===== src/rtl/sad_pkg.sv =====
// ----------------------------------------------------------------------------
// sad_pkg
// Shared types, register indexes and helpers of the stereo audio decimator.
// ----------------------------------------------------------------------------
package sad_pkg;

	localparam int ACC_WIDTH_DEF  = 32;
	localparam int MAX_FACTOR_DEF = 32;

	localparam int REG_IDX_W = 3;
	localparam int REG_DAT_W = 6;

	localparam logic [REG_IDX_W-1:0] REG_FACTOR = 3'd0;
	localparam logic [REG_IDX_W-1:0] REG_HALF   = 3'd1;
	localparam logic [REG_IDX_W-1:0] REG_MONO   = 3'd2;
	localparam logic [REG_IDX_W-1:0] REG_EIGHT  = 3'd3;
	localparam logic [REG_IDX_W-1:0] REG_WAIT   = 3'd4;

	typedef struct packed {
		logic signed [15:0] left_in;
		logic signed [15:0] right_in;
		logic               flush;
	} in_item_t;

	typedef struct packed {
		logic [15:0] out_left;
		logic [15:0] out_right;
	} out_item_t;

	typedef struct packed {
		logic [5:0] decimation_factor;
		logic       half_step_mode;
		logic       mono_output;
		logic       eight_bit_output;
		logic       wait_for_signal;
	} cfg_t;

	typedef enum logic [1:0] {
		PH_NONE    = 2'd0,
		PH_ONE     = 2'd1,
		PH_TWO     = 2'd2,
		PH_COLLECT = 2'd3
	} phase_t;

	typedef enum logic [1:0] {
		BK_IDLE = 2'd0,
		BK_DIV  = 2'd1,
		BK_DONE = 2'd2
	} back_state_t;

	// Clamp the programmed factor: zero acts as one, large values as the maximum.
	function automatic logic [6:0] clamp_factor(input logic [5:0] v, input logic [6:0] maxf);
		logic [6:0] f;
		f = {1'b0, v};
		if (f == 7'd0)
			f = 7'd1;
		if (f > maxf)
			f = maxf;
		return f;
	endfunction

endpackage


===== src/rtl/sad_fifo.sv =====
// ----------------------------------------------------------------------------
// sad_fifo
// Two-entry queue of division jobs between front and back.
// ----------------------------------------------------------------------------
module sad_fifo #(
	parameter int WIDTH = 66
) (
	input  logic             clk,
	input  logic             arst_n,
	input  logic             push,
	input  logic [WIDTH-1:0] push_data,
	output logic             full,
	input  logic             pop,
	output logic             not_empty,
	output logic [WIDTH-1:0] pop_data
);

	logic [WIDTH-1:0] mem_q [2];
	logic             wr_ptr_q;
	logic             rd_ptr_q;
	logic [1:0]       count_q;

	assign full      = (count_q == 2'd2);
	assign not_empty = (count_q != 2'd0);
	assign pop_data  = mem_q[rd_ptr_q];

	always_ff @(posedge clk) begin
		if (push)
			mem_q[wr_ptr_q] <= push_data;
	end

	always_ff @(posedge clk or negedge arst_n) begin
		if (!arst_n) begin
			wr_ptr_q <= 1'b0;
			rd_ptr_q <= 1'b0;
			count_q  <= 2'd0;
		end else begin
			if (push)
				wr_ptr_q <= ~wr_ptr_q;
			if (pop)
				rd_ptr_q <= ~rd_ptr_q;
			if (push && !pop)
				count_q <= count_q + 2'd1;
			else if (pop && !push)
				count_q <= count_q - 2'd1;
		end
	end

endmodule


===== src/rtl/sad_front.sv =====
// ----------------------------------------------------------------------------
// sad_front
// Accept samples, keep the group sums and queue numerators for division.
// ----------------------------------------------------------------------------
module sad_front #(
	parameter int ACC_WIDTH  = sad_pkg::ACC_WIDTH_DEF,
	parameter int MAX_FACTOR = sad_pkg::MAX_FACTOR_DEF
) (
	input  logic                    clk,
	input  logic                    arst_n,
	input  sad_pkg::cfg_t           cfg,
	input  logic                    in_valid,
	output logic                    in_ready,
	input  sad_pkg::in_item_t       in_item,
	output logic                    push,
	output logic [2*ACC_WIDTH+1:0]  push_data,
	input  logic                    full
);

	localparam int CW = $clog2(MAX_FACTOR + 1);
	localparam int NW = ACC_WIDTH + 1;

	sad_pkg::phase_t        phase_q, phase_n;
	logic [CW-1:0]          cd_q, cd_n;
	logic [ACC_WIDTH-1:0]   sum_l_q, sum_r_q, sec_l_q, sec_r_q, thr_l_q, thr_r_q;
	logic [ACC_WIDTH-1:0]   sum_l_n, sum_r_n, sec_l_n, sec_r_n, thr_l_n, thr_r_n;
	logic [15:0]            car_l_q, car_r_q, car_l_n, car_r_n;
	logic                   tog_q, tog_n;

	logic [CW-1:0]          f;
	logic                   half, pass, acc_item, fin;
	logic [ACC_WIDTH-1:0]   xl, xr, tv_l, tv_r;
	logic [15:0]            cv_l, cv_r;
	logic signed [NW-1:0]   num_l, num_r;

	// (3a + 6b - c) / 8, truncated toward zero
	function automatic logic signed [NW-1:0] quad(input logic [ACC_WIDTH-1:0] a,
			input logic [ACC_WIDTH-1:0] b, input logic [ACC_WIDTH-1:0] c);
		logic signed [ACC_WIDTH+3:0] ta, tb, tc, t;
		ta = {{4{a[ACC_WIDTH-1]}}, a};
		tb = {{4{b[ACC_WIDTH-1]}}, b};
		tc = {{4{c[ACC_WIDTH-1]}}, c};
		t  = (ta <<< 1) + ta + (tb <<< 2) + (tb <<< 1) - tc;
		if (t[ACC_WIDTH+3])
			t = t + (ACC_WIDTH+4)'(7);
		t = t >>> 3;
		return t[NW-1:0];
	endfunction

	assign f        = CW'(sad_pkg::clamp_factor(cfg.decimation_factor, 7'(MAX_FACTOR)));
	assign half     = cfg.half_step_mode && !tog_q;
	assign pass     = (f == CW'(1)) && !cfg.half_step_mode && !cfg.mono_output &&
		!cfg.eight_bit_output && (cd_q == CW'(1));
	assign in_ready = !full;
	assign acc_item = in_valid && in_ready;
	assign xl       = {{(ACC_WIDTH-16){in_item.left_in[15]}}, in_item.left_in};
	assign xr       = {{(ACC_WIDTH-16){in_item.right_in[15]}}, in_item.right_in};
	assign push_data = {num_l, num_r};

	always_comb begin
		phase_n = phase_q;
		cd_n    = cd_q;
		sum_l_n = sum_l_q;
		sum_r_n = sum_r_q;
		sec_l_n = sec_l_q;
		sec_r_n = sec_r_q;
		thr_l_n = thr_l_q;
		thr_r_n = thr_r_q;
		car_l_n = car_l_q;
		car_r_n = car_r_q;
		tog_n   = tog_q;
		push    = 1'b0;
		fin     = 1'b0;
		tv_l    = thr_l_q;
		tv_r    = thr_r_q;
		cv_l    = car_l_q;
		cv_r    = car_r_q;
		num_l   = '0;
		num_r   = '0;
		if (acc_item) begin
			if (pass) begin
				if (!in_item.flush) begin
					push  = 1'b1;
					num_l = {xl[ACC_WIDTH-1], xl};
					num_r = {xr[ACC_WIDTH-1], xr};
				end
			end else if (in_item.flush) begin
				push = 1'b1;
				if (half) begin
					num_l = quad(sum_l_q, sec_l_q, thr_l_q);
					num_r = quad(sum_r_q, sec_r_q, thr_r_q);
				end else begin
					num_l = {sum_l_q[ACC_WIDTH-1], sum_l_q};
					num_r = {sum_r_q[ACC_WIDTH-1], sum_r_q};
				end
				sum_l_n = '0;
				sum_r_n = '0;
				sec_l_n = '0;
				sec_r_n = '0;
				thr_l_n = '0;
				thr_r_n = '0;
				car_l_n = '0;
				car_r_n = '0;
				cd_n    = f;
				tog_n   = ~tog_q;
				phase_n = sad_pkg::PH_COLLECT;
			end else begin
				if (phase_q == sad_pkg::PH_COLLECT && cd_q != '0) begin
					cd_n    = cd_q - CW'(1);
					sum_l_n = sum_l_q + xl;
					sum_r_n = sum_r_q + xr;
					if (half) begin
						if ({1'b0, cd_n} + (CW+1)'(1) < {1'b0, f}) begin
							sec_l_n = sec_l_q + xl;
							sec_r_n = sec_r_q + xr;
						end
						if ({1'b0, cd_n} + (CW+1)'(2) < {1'b0, f}) begin
							thr_l_n = thr_l_q + xl;
							thr_r_n = thr_r_q + xr;
						end
					end
				end else if (phase_q == sad_pkg::PH_COLLECT && !half) begin
					cv_l = in_item.left_in;
					cv_r = in_item.right_in;
					fin  = 1'b1;
				end else if (phase_q == sad_pkg::PH_COLLECT || phase_q == sad_pkg::PH_TWO) begin
					sec_l_n = sec_l_q + xl;
					sec_r_n = sec_r_q + xr;
					if (f > CW'(1)) begin
						thr_l_n = thr_l_q + xl;
						thr_r_n = thr_r_q + xr;
					end
					phase_n = sad_pkg::PH_ONE;
				end else begin
					if (phase_q == sad_pkg::PH_ONE) begin
						cv_l = in_item.left_in;
						cv_r = in_item.right_in;
						tv_l = thr_l_q + xl;
						tv_r = thr_r_q + xr;
					end
					fin = 1'b1;
				end
				if (fin) begin
					push = 1'b1;
					if (half) begin
						num_l = quad(sum_l_q, sec_l_q, tv_l);
						num_r = quad(sum_r_q, sec_r_q, tv_r);
					end else begin
						num_l = {sum_l_q[ACC_WIDTH-1], sum_l_q};
						num_r = {sum_r_q[ACC_WIDTH-1], sum_r_q};
					end
					sum_l_n = {{(ACC_WIDTH-16){cv_l[15]}}, cv_l};
					sum_r_n = {{(ACC_WIDTH-16){cv_r[15]}}, cv_r};
					sec_l_n = '0;
					sec_r_n = '0;
					thr_l_n = '0;
					thr_r_n = '0;
					car_l_n = '0;
					car_r_n = '0;
					cd_n    = f - CW'(1);
					tog_n   = ~tog_q;
					phase_n = sad_pkg::PH_COLLECT;
				end
			end
		end
	end

	always_ff @(posedge clk or negedge arst_n) begin
		if (!arst_n) begin
			phase_q <= sad_pkg::PH_COLLECT;
			cd_q    <= CW'(1);
			sum_l_q <= '0;
			sum_r_q <= '0;
			sec_l_q <= '0;
			sec_r_q <= '0;
			thr_l_q <= '0;
			thr_r_q <= '0;
			car_l_q <= '0;
			car_r_q <= '0;
			tog_q   <= 1'b0;
		end else begin
			phase_q <= phase_n;
			cd_q    <= cd_n;
			sum_l_q <= sum_l_n;
			sum_r_q <= sum_r_n;
			sec_l_q <= sec_l_n;
			sec_r_q <= sec_r_n;
			thr_l_q <= thr_l_n;
			thr_r_q <= thr_r_n;
			car_l_q <= car_l_n;
			car_r_q <= car_r_n;
			tog_q   <= tog_n;
		end
	end

endmodule


===== src/rtl/sad_back.sv =====
// ----------------------------------------------------------------------------
// sad_back
// Divide queued numerators by the factor, format and hold the result item.
// ----------------------------------------------------------------------------
module sad_back #(
	parameter int ACC_WIDTH  = sad_pkg::ACC_WIDTH_DEF,
	parameter int MAX_FACTOR = sad_pkg::MAX_FACTOR_DEF
) (
	input  logic                   clk,
	input  logic                   arst_n,
	input  sad_pkg::cfg_t          cfg,
	input  logic                   job_valid,
	input  logic [2*ACC_WIDTH+1:0] job_data,
	output logic                   pop,
	output logic                   out_valid,
	input  logic                   out_ready,
	output sad_pkg::out_item_t     out_item
);

	localparam int CW    = $clog2(MAX_FACTOR + 1);
	localparam int NW    = ACC_WIDTH + 1;
	localparam int DW    = ((NW + 2) / 3) * 3;
	localparam int STEPS = DW / 3;
	localparam int SW    = $clog2(STEPS + 1);

	sad_pkg::back_state_t state_q, state_n;
	logic [DW-1:0]        dvd_l_q, dvd_r_q, dvd_l_n, dvd_r_n;
	logic [CW-1:0]        rem_l_q, rem_r_q, rem_l_n, rem_r_n;
	logic [CW-1:0]        div_q;
	logic                 neg_l_q, neg_r_q;
	logic [SW-1:0]        cnt_q;
	logic                 seen_q, seen_n;
	logic                 out_valid_q;
	sad_pkg::out_item_t   out_item_q, fmt;
	logic                 load_job, load_out, last_step;

	logic signed [NW-1:0]      nl, nr;
	logic [NW-1:0]             ml, mr;
	logic signed [NW:0]        ql, qr;
	logic signed [NW+1:0]      msum, msh;
	logic signed [NW:0]        shl, shr;
	logic [15:0]               a, b, s;
	logic                      nz, emit;

	// Three restoring division steps per cycle
	function automatic logic [DW+CW-1:0] div3(input logic [DW-1:0] dvd,
			input logic [CW-1:0] rem, input logic [CW-1:0] d);
		logic [DW-1:0] q;
		logic [CW-1:0] r;
		logic [CW:0]   t;
		q = dvd;
		r = rem;
		for (int i = 0; i < 3; i++) begin
			t = {r, q[DW-1]};
			if (t >= {1'b0, d}) begin
				t = t - {1'b0, d};
				q = {q[DW-2:0], 1'b1};
			end else begin
				q = {q[DW-2:0], 1'b0};
			end
			r = t[CW-1:0];
		end
		return {q, r};
	endfunction

	assign nl = job_data[2*NW-1:NW];
	assign nr = job_data[NW-1:0];
	assign ml = nl[NW-1] ? NW'(-nl) : NW'(nl);
	assign mr = nr[NW-1] ? NW'(-nr) : NW'(nr);

	assign {dvd_l_n, rem_l_n} = div3(dvd_l_q, rem_l_q, div_q);
	assign {dvd_r_n, rem_r_n} = div3(dvd_r_q, rem_r_q, div_q);
	assign last_step = (cnt_q == SW'(STEPS - 1));

	// Signed quotients, truncated toward zero
	assign ql = neg_l_q ? -{1'b0, dvd_l_q[NW-1:0]} : {1'b0, dvd_l_q[NW-1:0]};
	assign qr = neg_r_q ? -{1'b0, dvd_r_q[NW-1:0]} : {1'b0, dvd_r_q[NW-1:0]};

	always_comb begin
		msum = {ql[NW], ql} + {qr[NW], qr};
		msh  = cfg.eight_bit_output ? (msum >>> 9) : (msum >>> 1);
		shl  = cfg.eight_bit_output ? (ql >>> 8) : ql;
		shr  = cfg.eight_bit_output ? (qr >>> 8) : qr;
		s    = msh[15:0];
		a    = shl[15:0];
		b    = shr[15:0];
		if (cfg.mono_output) begin
			fmt.out_right = '0;
			if (cfg.eight_bit_output) begin
				nz           = (s[7:0] != 8'd0);
				fmt.out_left = {8'd0, s[7:0] + 8'h80};
			end else begin
				nz           = (s != 16'd0);
				fmt.out_left = s;
			end
		end else if (cfg.eight_bit_output) begin
			nz            = (a[7:0] != 8'd0) || (b[7:0] != 8'd0);
			fmt.out_left  = {8'd0, a[7:0] + 8'h80};
			fmt.out_right = {8'd0, b[7:0] + 8'h80};
		end else begin
			nz            = (a != 16'd0) || (b != 16'd0);
			fmt.out_left  = a;
			fmt.out_right = b;
		end
		seen_n = seen_q || nz;
		emit   = !cfg.wait_for_signal || seen_n;
	end

	always_comb begin
		state_n  = state_q;
		load_job = 1'b0;
		load_out = 1'b0;
		case (state_q)
			sad_pkg::BK_IDLE: begin
				if (job_valid) begin
					load_job = 1'b1;
					state_n  = sad_pkg::BK_DIV;
				end
			end
			sad_pkg::BK_DIV: begin
				if (last_step)
					state_n = sad_pkg::BK_DONE;
			end
			sad_pkg::BK_DONE: begin
				if (!emit) begin
					state_n = sad_pkg::BK_IDLE;
				end else if (!out_valid_q || out_ready) begin
					load_out = 1'b1;
					state_n  = sad_pkg::BK_IDLE;
				end
			end
			default: state_n = sad_pkg::BK_IDLE;
		endcase
	end

	assign pop       = load_job;
	assign out_valid = out_valid_q;
	assign out_item  = out_item_q;

	always_ff @(posedge clk or negedge arst_n) begin
		if (!arst_n) begin
			state_q     <= sad_pkg::BK_IDLE;
			cnt_q       <= '0;
			seen_q      <= 1'b0;
			out_valid_q <= 1'b0;
		end else begin
			state_q <= state_n;
			if (load_job)
				cnt_q <= '0;
			else if (state_q == sad_pkg::BK_DIV)
				cnt_q <= cnt_q + SW'(1);
			if (state_q == sad_pkg::BK_DONE && state_n == sad_pkg::BK_IDLE)
				seen_q <= seen_n;
			if (load_out)
				out_valid_q <= 1'b1;
			else if (out_ready)
				out_valid_q <= 1'b0;
		end
	end

	always_ff @(posedge clk) begin
		if (load_job) begin
			dvd_l_q <= DW'(ml);
			dvd_r_q <= DW'(mr);
			rem_l_q <= '0;
			rem_r_q <= '0;
			neg_l_q <= nl[NW-1];
			neg_r_q <= nr[NW-1];
			div_q   <= CW'(sad_pkg::clamp_factor(cfg.decimation_factor, 7'(MAX_FACTOR)));
		end else if (state_q == sad_pkg::BK_DIV) begin
			dvd_l_q <= dvd_l_n;
			dvd_r_q <= dvd_r_n;
			rem_l_q <= rem_l_n;
			rem_r_q <= rem_r_n;
		end
		if (load_out)
			out_item_q <= fmt;
	end

endmodule


===== src/rtl/stereo_audio_decimator_unit.sv =====
// ----------------------------------------------------------------------------
// stereo_audio_decimator_unit
// Boxcar decimator for 16-bit stereo with half-step quadratic interpolation.
// ----------------------------------------------------------------------------
// Input channel (in_valid/in_ready/in_item): one stereo sample pair per item,
// or a flush item that, outside pass-through, emits the pending group and clears the sums.
// Output channel (out_valid/out_ready/out_item): one decimated sample pair.
// Configuration: wr_en/wr_index/wr_data write a register; write only while the block is idle.
// The front takes one item per cycle while its two-entry job queue has room;
// a flush outside pass-through, an item closing a group or any sample pair in pass-through queues a job.
// The back takes one job at a time and divides both channels by the factor
// three quotient bits per cycle: it loads a job in BK_IDLE, divides in
// BK_DIV and formats the result into the output register in BK_DONE.
// Reset clears the sums, sets the phase to collect and the countdown to one,
// returns the configuration registers to their reset values and clears the
// output valid flag. A stalled receiver holds the result in the output
// register; the back then waits and the queue fills, after which in_ready drops.
// ----------------------------------------------------------------------------
module stereo_audio_decimator_unit #(
	parameter int ACC_WIDTH  = sad_pkg::ACC_WIDTH_DEF,
	parameter int MAX_FACTOR = sad_pkg::MAX_FACTOR_DEF
) (
	input  logic                             clk,
	input  logic                             arst_n,
	input  logic                             wr_en,
	input  logic [sad_pkg::REG_IDX_W-1:0]    wr_index,
	input  logic [sad_pkg::REG_DAT_W-1:0]    wr_data,
	input  logic                             in_valid,
	output logic                             in_ready,
	input  sad_pkg::in_item_t                in_item,
	output logic                             out_valid,
	input  logic                             out_ready,
	output sad_pkg::out_item_t               out_item
);

	localparam int JW = 2 * (ACC_WIDTH + 1);

	sad_pkg::cfg_t   cfg_q;
	logic            push, full, pop, not_empty;
	logic [JW-1:0]   push_data, pop_data;

	// Configuration registers
	always_ff @(posedge clk or negedge arst_n) begin
		if (!arst_n) begin
			cfg_q.decimation_factor <= 6'd1;
			cfg_q.half_step_mode    <= 1'b0;
			cfg_q.mono_output       <= 1'b0;
			cfg_q.eight_bit_output  <= 1'b0;
			cfg_q.wait_for_signal   <= 1'b0;
		end else if (wr_en) begin
			case (wr_index)
				sad_pkg::REG_FACTOR: cfg_q.decimation_factor <= wr_data;
				sad_pkg::REG_HALF:   cfg_q.half_step_mode    <= wr_data[0];
				sad_pkg::REG_MONO:   cfg_q.mono_output       <= wr_data[0];
				sad_pkg::REG_EIGHT:  cfg_q.eight_bit_output  <= wr_data[0];
				sad_pkg::REG_WAIT:   cfg_q.wait_for_signal   <= wr_data[0];
				default: ;
			endcase
		end
	end

	// Front: accumulate groups, queue numerators
	sad_front #(
		.ACC_WIDTH  (ACC_WIDTH),
		.MAX_FACTOR (MAX_FACTOR)
	) u_front (
		.clk       (clk),
		.arst_n    (arst_n),
		.cfg       (cfg_q),
		.in_valid  (in_valid),
		.in_ready  (in_ready),
		.in_item   (in_item),
		.push      (push),
		.push_data (push_data),
		.full      (full)
	);

	sad_fifo #(
		.WIDTH (JW)
	) u_fifo (
		.clk       (clk),
		.arst_n    (arst_n),
		.push      (push),
		.push_data (push_data),
		.full      (full),
		.pop       (pop),
		.not_empty (not_empty),
		.pop_data  (pop_data)
	);

	// Back: divide, format, hold the result
	sad_back #(
		.ACC_WIDTH  (ACC_WIDTH),
		.MAX_FACTOR (MAX_FACTOR)
	) u_back (
		.clk       (clk),
		.arst_n    (arst_n),
		.cfg       (cfg_q),
		.job_valid (not_empty),
		.job_data  (pop_data),
		.pop       (pop),
		.out_valid (out_valid),
		.out_ready (out_ready),
		.out_item  (out_item)
	);

endmodule


===== config.mk =====
export PLATFORM = sky130hd
export DESIGN_NAME = stereo_audio_decimator_unit
export DESIGN_NICKNAME = d
export VERILOG_FILES = /design/src/rtl/sad_pkg.sv /design/src/rtl/sad_fifo.sv /design/src/rtl/sad_front.sv /design/src/rtl/sad_back.sv /design/src/rtl/stereo_audio_decimator_unit.sv
export SDC_FILE = /design/constraint.sdc
export NUM_CORES = 2
export LEC_CHECK = 0
export ABC_AREA = 1
export BUFFER_PORTS_ARGS = -buffer_cell sky130_fd_sc_hd__buf_4
export CORE_ASPECT_RATIO = 1.1
export CORE_MARGIN = 4
export CORE_UTILIZATION = 30
export CTS_CLUSTER_SIZE = 25
export DETAILED_ROUTE_END_ITERATION = 10
export PLACE_DENSITY_LB_ADDON = 0.25
export SKIP_CTS_REPAIR_TIMING = 1
export SYNTH_ARGS = -nofsm -noshare
export SYNTH_HDL_FRONTEND = slang
export SYNTH_SLANG_ARGS = --single-unit

===== constraint.sdc =====
create_clock -name clk -period 7.2 [get_ports clk]
set_input_delay 0.36 -clock clk [delete_from_list [all_inputs] [get_ports clk]]
set_output_delay 0.36 -clock clk [all_outputs]
set_load 0.05 [all_outputs]

==> results.rst <==
.. list-table::
   :header-rows: 1

   * - Metric
     - Value
   * - Result of the run
     - complete, but fails checks
   * - Failing checks
     - negative hold slack, negative setup slack
   * - Die Footprint
     - 185000 µm²
   * - Netlist area before placement
     - 53400 µm²
   * - Starting Density
     - 30.2%
   * - Total GRT Usage
     - 21.8%
   * - Max capacitance violation total
     - 0
   * - Worst min-delay path class
     - in -> reg
   * - Detailed Place HPWL
     - 170000 µm
   * - Proportion of netlist area held by the largest area contributor
     - 13.4%
   * - Remaining design rule violation count
     - 0
   * - Area of the core region
     - 177000 µm²
   * - TritonCTS buffer count
     - 67
   * - Number of global-route vias before repair
     - 53000
   * - Area of the multi-input gates
     - 39000 µm²
   * - Number of enable-type register cells in the synthesized netlist
     - 238
   * - FF+latch count, synth
     - 472
   * - Latest clock arrival within the worst-skew pair
     - 0.69 ns
   * - Library cell with the highest instance count after synthesis
     - sky130_fd_sc_hd__nand2_1
   * - Pre-antenna DRT Iters
     - 6
   * - Hold path depth
     - 4
   * - Pin count of the biggest net entering global routing
     - 106
   * - Data required time of the worst path
     - 7.64 ns
   * - Startpoint types
     - flop
   * - Post-synthesis to final-layout area growth
     - 29.4%
   * - Fraction of the yosys area taken by sequential cells
     - 24.2%
   * - Share of synthesized registers carrying an async set or reset
     - 47.0%
   * - Element type at the critical path end
     - flop
   * - Root buffer cell
     - sky130_fd_sc_hd__clkbuf_16
   * - Die extent in x
     - 410 µm
   * - Primary flip-flop cell chosen by synthesis mapping
     - sky130_fd_sc_hd__edfxtp_1
   * - Worst hold slack
     - -0.00760 ns
   * - Routed wire length
     - 211000 µm
   * - Number of buffers added on ports
     - 80
   * - Count of synthesis-stage warnings from yosys
     - 0
   * - Dpl ws
     - -0.913 ns
   * - Worst-path maximum fanout
     - 4
   * - Fin Setup TNS
     - -18.67 ns
   * - Clock net sink count
     - 472
   * - Final weighted congestion in routability-driven placement
     - 0.953
   * - Syn nets
     - 8263
   * - Die H
     - 451 µm
   * - Syn Inst Count
     - 7602
   * - Post-route worst setup slack
     - -0.305 ns
   * - Max-slew violations
     - 0
   * - NumNets Final
     - 9267
   * - Setup repair after global routing missed its margin
     - yes
   * - Violation count after the first detailed-routing iteration
     - 4136
   * - Critical Path Max Stage Delay
     - 0.45 ns
   * - Post-synthesis area per instance
     - 7.03 µm²
   * - Relative slew margins
     - 20.7%
   * - Minimum period implied by the final worst setup slack
     - 7.51 ns
   * - Filler Cells Inserted
     - 18700
   * - Upper clock frequency limit
     - 133 MHz
   * - List of most frequent post-synthesis cells
     - 1801 x sky130_fd_sc_hd__nand2_1, 861 x sky130_fd_sc_hd__inv_1, 667 x sky130_fd_sc_hd__a21oi_1
   * - Top cells by area in the synthesized netlist
     - sky130_fd_sc_hd__edfxtp_1 13%, sky130_fd_sc_hd__nand2_1 13%, sky130_fd_sc_hd__ha_1 12%, sky130_fd_sc_hd__dfrtp_1 10%, sky130_fd_sc_hd__a21oi_1 6.2%
   * - Share of cells above drive strength 1
     - 21.1%
   * - Via total after detailed routing
     - 55800
   * - Crit Path Category
     - reg -> reg
   * - Average wire per cell in the routed design
     - 19.1 µm
   * - Sequential standard cell area
     - 12900 µm²
   * - Maximum level of the CTS H-tree
     - 3
   * - Library cells used by synthesis
     - 77
   * - Number of endpoints with negative hold slack in the final report
     - 1
   * - Worst reg-to-reg path cell count
     - 43
   * - Clk slew on worst S/H paths
     - 0.06 ns
   * - Number of setup violations in the final report
     - 132
   * - Number of antenna violations at the first check in global routing
     - 3
   * - First-pass GRT wire length
     - 315000 µm
   * - CTS tree
     - built
   * - Post-detailed-route via-to-cell ratio
     - 5.06
   * - Standard-cell row count
     - 162
   * - Number of ports placed on the die boundary
     - 81
   * - Post-route ant nets
     - 0
   * - Clock Skews
     - 0.0427 ns
   * - Worst Max-Slew Pin Slew
     - 1.18 ns
   * - Total congestion overflow after global routing
     - 0
   * - Post-synthesis cell type with the largest combined area
     - sky130_fd_sc_hd__edfxtp_1
   * - Slowest cell on the critical path
     - sky130_fd_sc_hd__fa_1
   * - Final Cycle Share
     - 104%
   * - Number of buffers on the longest clock path
     - 3
   * - Data arrival time of the critical path
     - 7.95 ns
layer usage:
layer	global-route usage (%)	part of all wire [%]
met1	31.7	47
met2	34.1	44
met3	2.88	6.3
met4	5.46	2.6
met5	0	0.0057
placed cells by master (no fill, tap or decap), types with 39 or more instances in the layout:
cell type	netlist	routed
sky130_fd_sc_hd__nand2_1	1801	1713
sky130_fd_sc_hd__clkbuf_16	0	67
sky130_fd_sc_hd__buf_4	3	1039
sky130_fd_sc_hd__o22ai_1	40	39
sky130_fd_sc_hd__edfxtp_1	238	238
sky130_fd_sc_hd__nor2_2	22	54
sky130_fd_sc_hd__nor2_4	6	42
sky130_fd_sc_hd__a21oi_1	667	582
sky130_fd_sc_hd__o21ai_0	641	591
sky130_fd_sc_hd__fa_1	81	79
sky130_fd_sc_hd__a21oi_2	8	85
sky130_fd_sc_hd__nand2_2	11	75
sky130_fd_sc_hd__a31oi_1	57	49
sky130_fd_sc_hd__xor2_1	361	343
sky130_fd_sc_hd__inv_2	25	43
sky130_fd_sc_hd__o211ai_1	52	52
sky130_fd_sc_hd__dfrtp_1	219	218
sky130_fd_sc_hd__nor2_1	571	503
sky130_fd_sc_hd__inv_1	861	842
sky130_fd_sc_hd__ha_1	533	511
sky130_fd_sc_hd__o21ai_1	78	92
sky130_fd_sc_hd__o21ai_2	10	41
sky130_fd_sc_hd__nand3_1	347	312
sky130_fd_sc_hd__xnor2_1	179	164
sky130_fd_sc_hd__nand4_1	82	82
sky130_fd_sc_hd__or2_2	52	51
sky130_fd_sc_hd__nor3_1	92	75
sky130_fd_sc_hd__a21o_1	54	54
sky130_fd_sc_hd__mux2i_1	40	40
per-stage QoR:
stage | cell area [µm²] | util [%] | cells
after floorplan | 53400 | - | 7602
after detailed placement | 63600 | 35.9 | 10800
after global routing | 69100 | 39.0 | 11000
after global placement | 63600 | 35.9 | 10800
final | 69100 | 39.0 | 11000
after CTS | 65800 | 37.2 | 11000
logic make-up (layout without fill, tap and decap cells):
logic type,after synthesis,count (layout),share of synthesized area (%)
and+or+nand+nor,3096,3097,24.5
AOI/OAI and AO/OA,1783,1783,18.6
DFF,472,472,24.2
other,0,2,0
buffers and inverters,1054,2110,7.51
muxes,42,42,0.792
adders and majority gates,614,614,15.5
xor gates and xnor gates,541,541,8.88
registers in the layout (all words and copies together), names as in the netlist, 2 cells and up:
| signal | count |
|---|---|
| cfg_q | 10 |
| u_back.cnt_q | 4 |
| u_back.div_q | 6 |
| u_back.dvd_l_q | 33 |
| u_back.dvd_r_q | 33 |
| u_back.out_item | 32 |
| u_back.rem_l_q | 6 |
| u_back.rem_r_q | 6 |
| u_back.state_q | 2 |
| u_fifo.count_q | 2 |
| u_fifo.mem_q | 132 |
| u_front.cd_q | 6 |
| u_front.sec_l_q | 32 |
| u_front.sec_r_q | 32 |
| u_front.sum_l_q | 32 |
| u_front.sum_r_q | 32 |
| u_front.thr_l_q | 32 |
| u_front.thr_r_q | 32 |
cell type report:
cell class | instances | share of cell area, %
Timing Repair Buffer | 1093 | 12.3
Clock buffer | 86 | 2.60
Multi-Input combinational cell | 6077 | 56.5
Tap cell | 2378 | 4.31
Inverter | 895 | 4.90
Antenna cell | 2 | 0.00724
Clock inverter | 36 | 0.643
Sequential cell | 472 | 18.7
path summary, 6_finish.rpt:
| check | start | endpoint | slack (ns) |
|---|---|---|---|
| worst max-delay path | u_front.sum_l_q[3] | u_fifo.mem_q[0][42] | -0.31 |
| worst min-delay path | out_ready | u_back.out_valid | -0.008 |
| worst max register to register | u_front.sum_l_q[3] | u_fifo.mem_q[0][42] | -0.31 |
| worst min register to register | u_back.seen_q | u_back.seen_q | 0.45 |
| max in group asynchronous | arst_n | u_front.thr_r_q[26] | 5.50 |
| min in group asynchronous | arst_n | u_front.thr_l_q[30] | 0.28 |
worst max-delay path: cells and delay by family, from the launching register on:
| kind | cells | cell delay [ns] |
|---|---|---|
| xor+xnor | 2 | 0.34 |
| buf+inv | 6 | 0.67 |
| fa+ha+maj | 4 | 1.45 |
| simple gates | 14 | 1.69 |
| flops | 1 | 0.40 |
| compound gates | 17 | 2.68 |
Power is not shown: default switching activity piles up to over one toggle a cycle in this logic, so the estimate is an artifact.
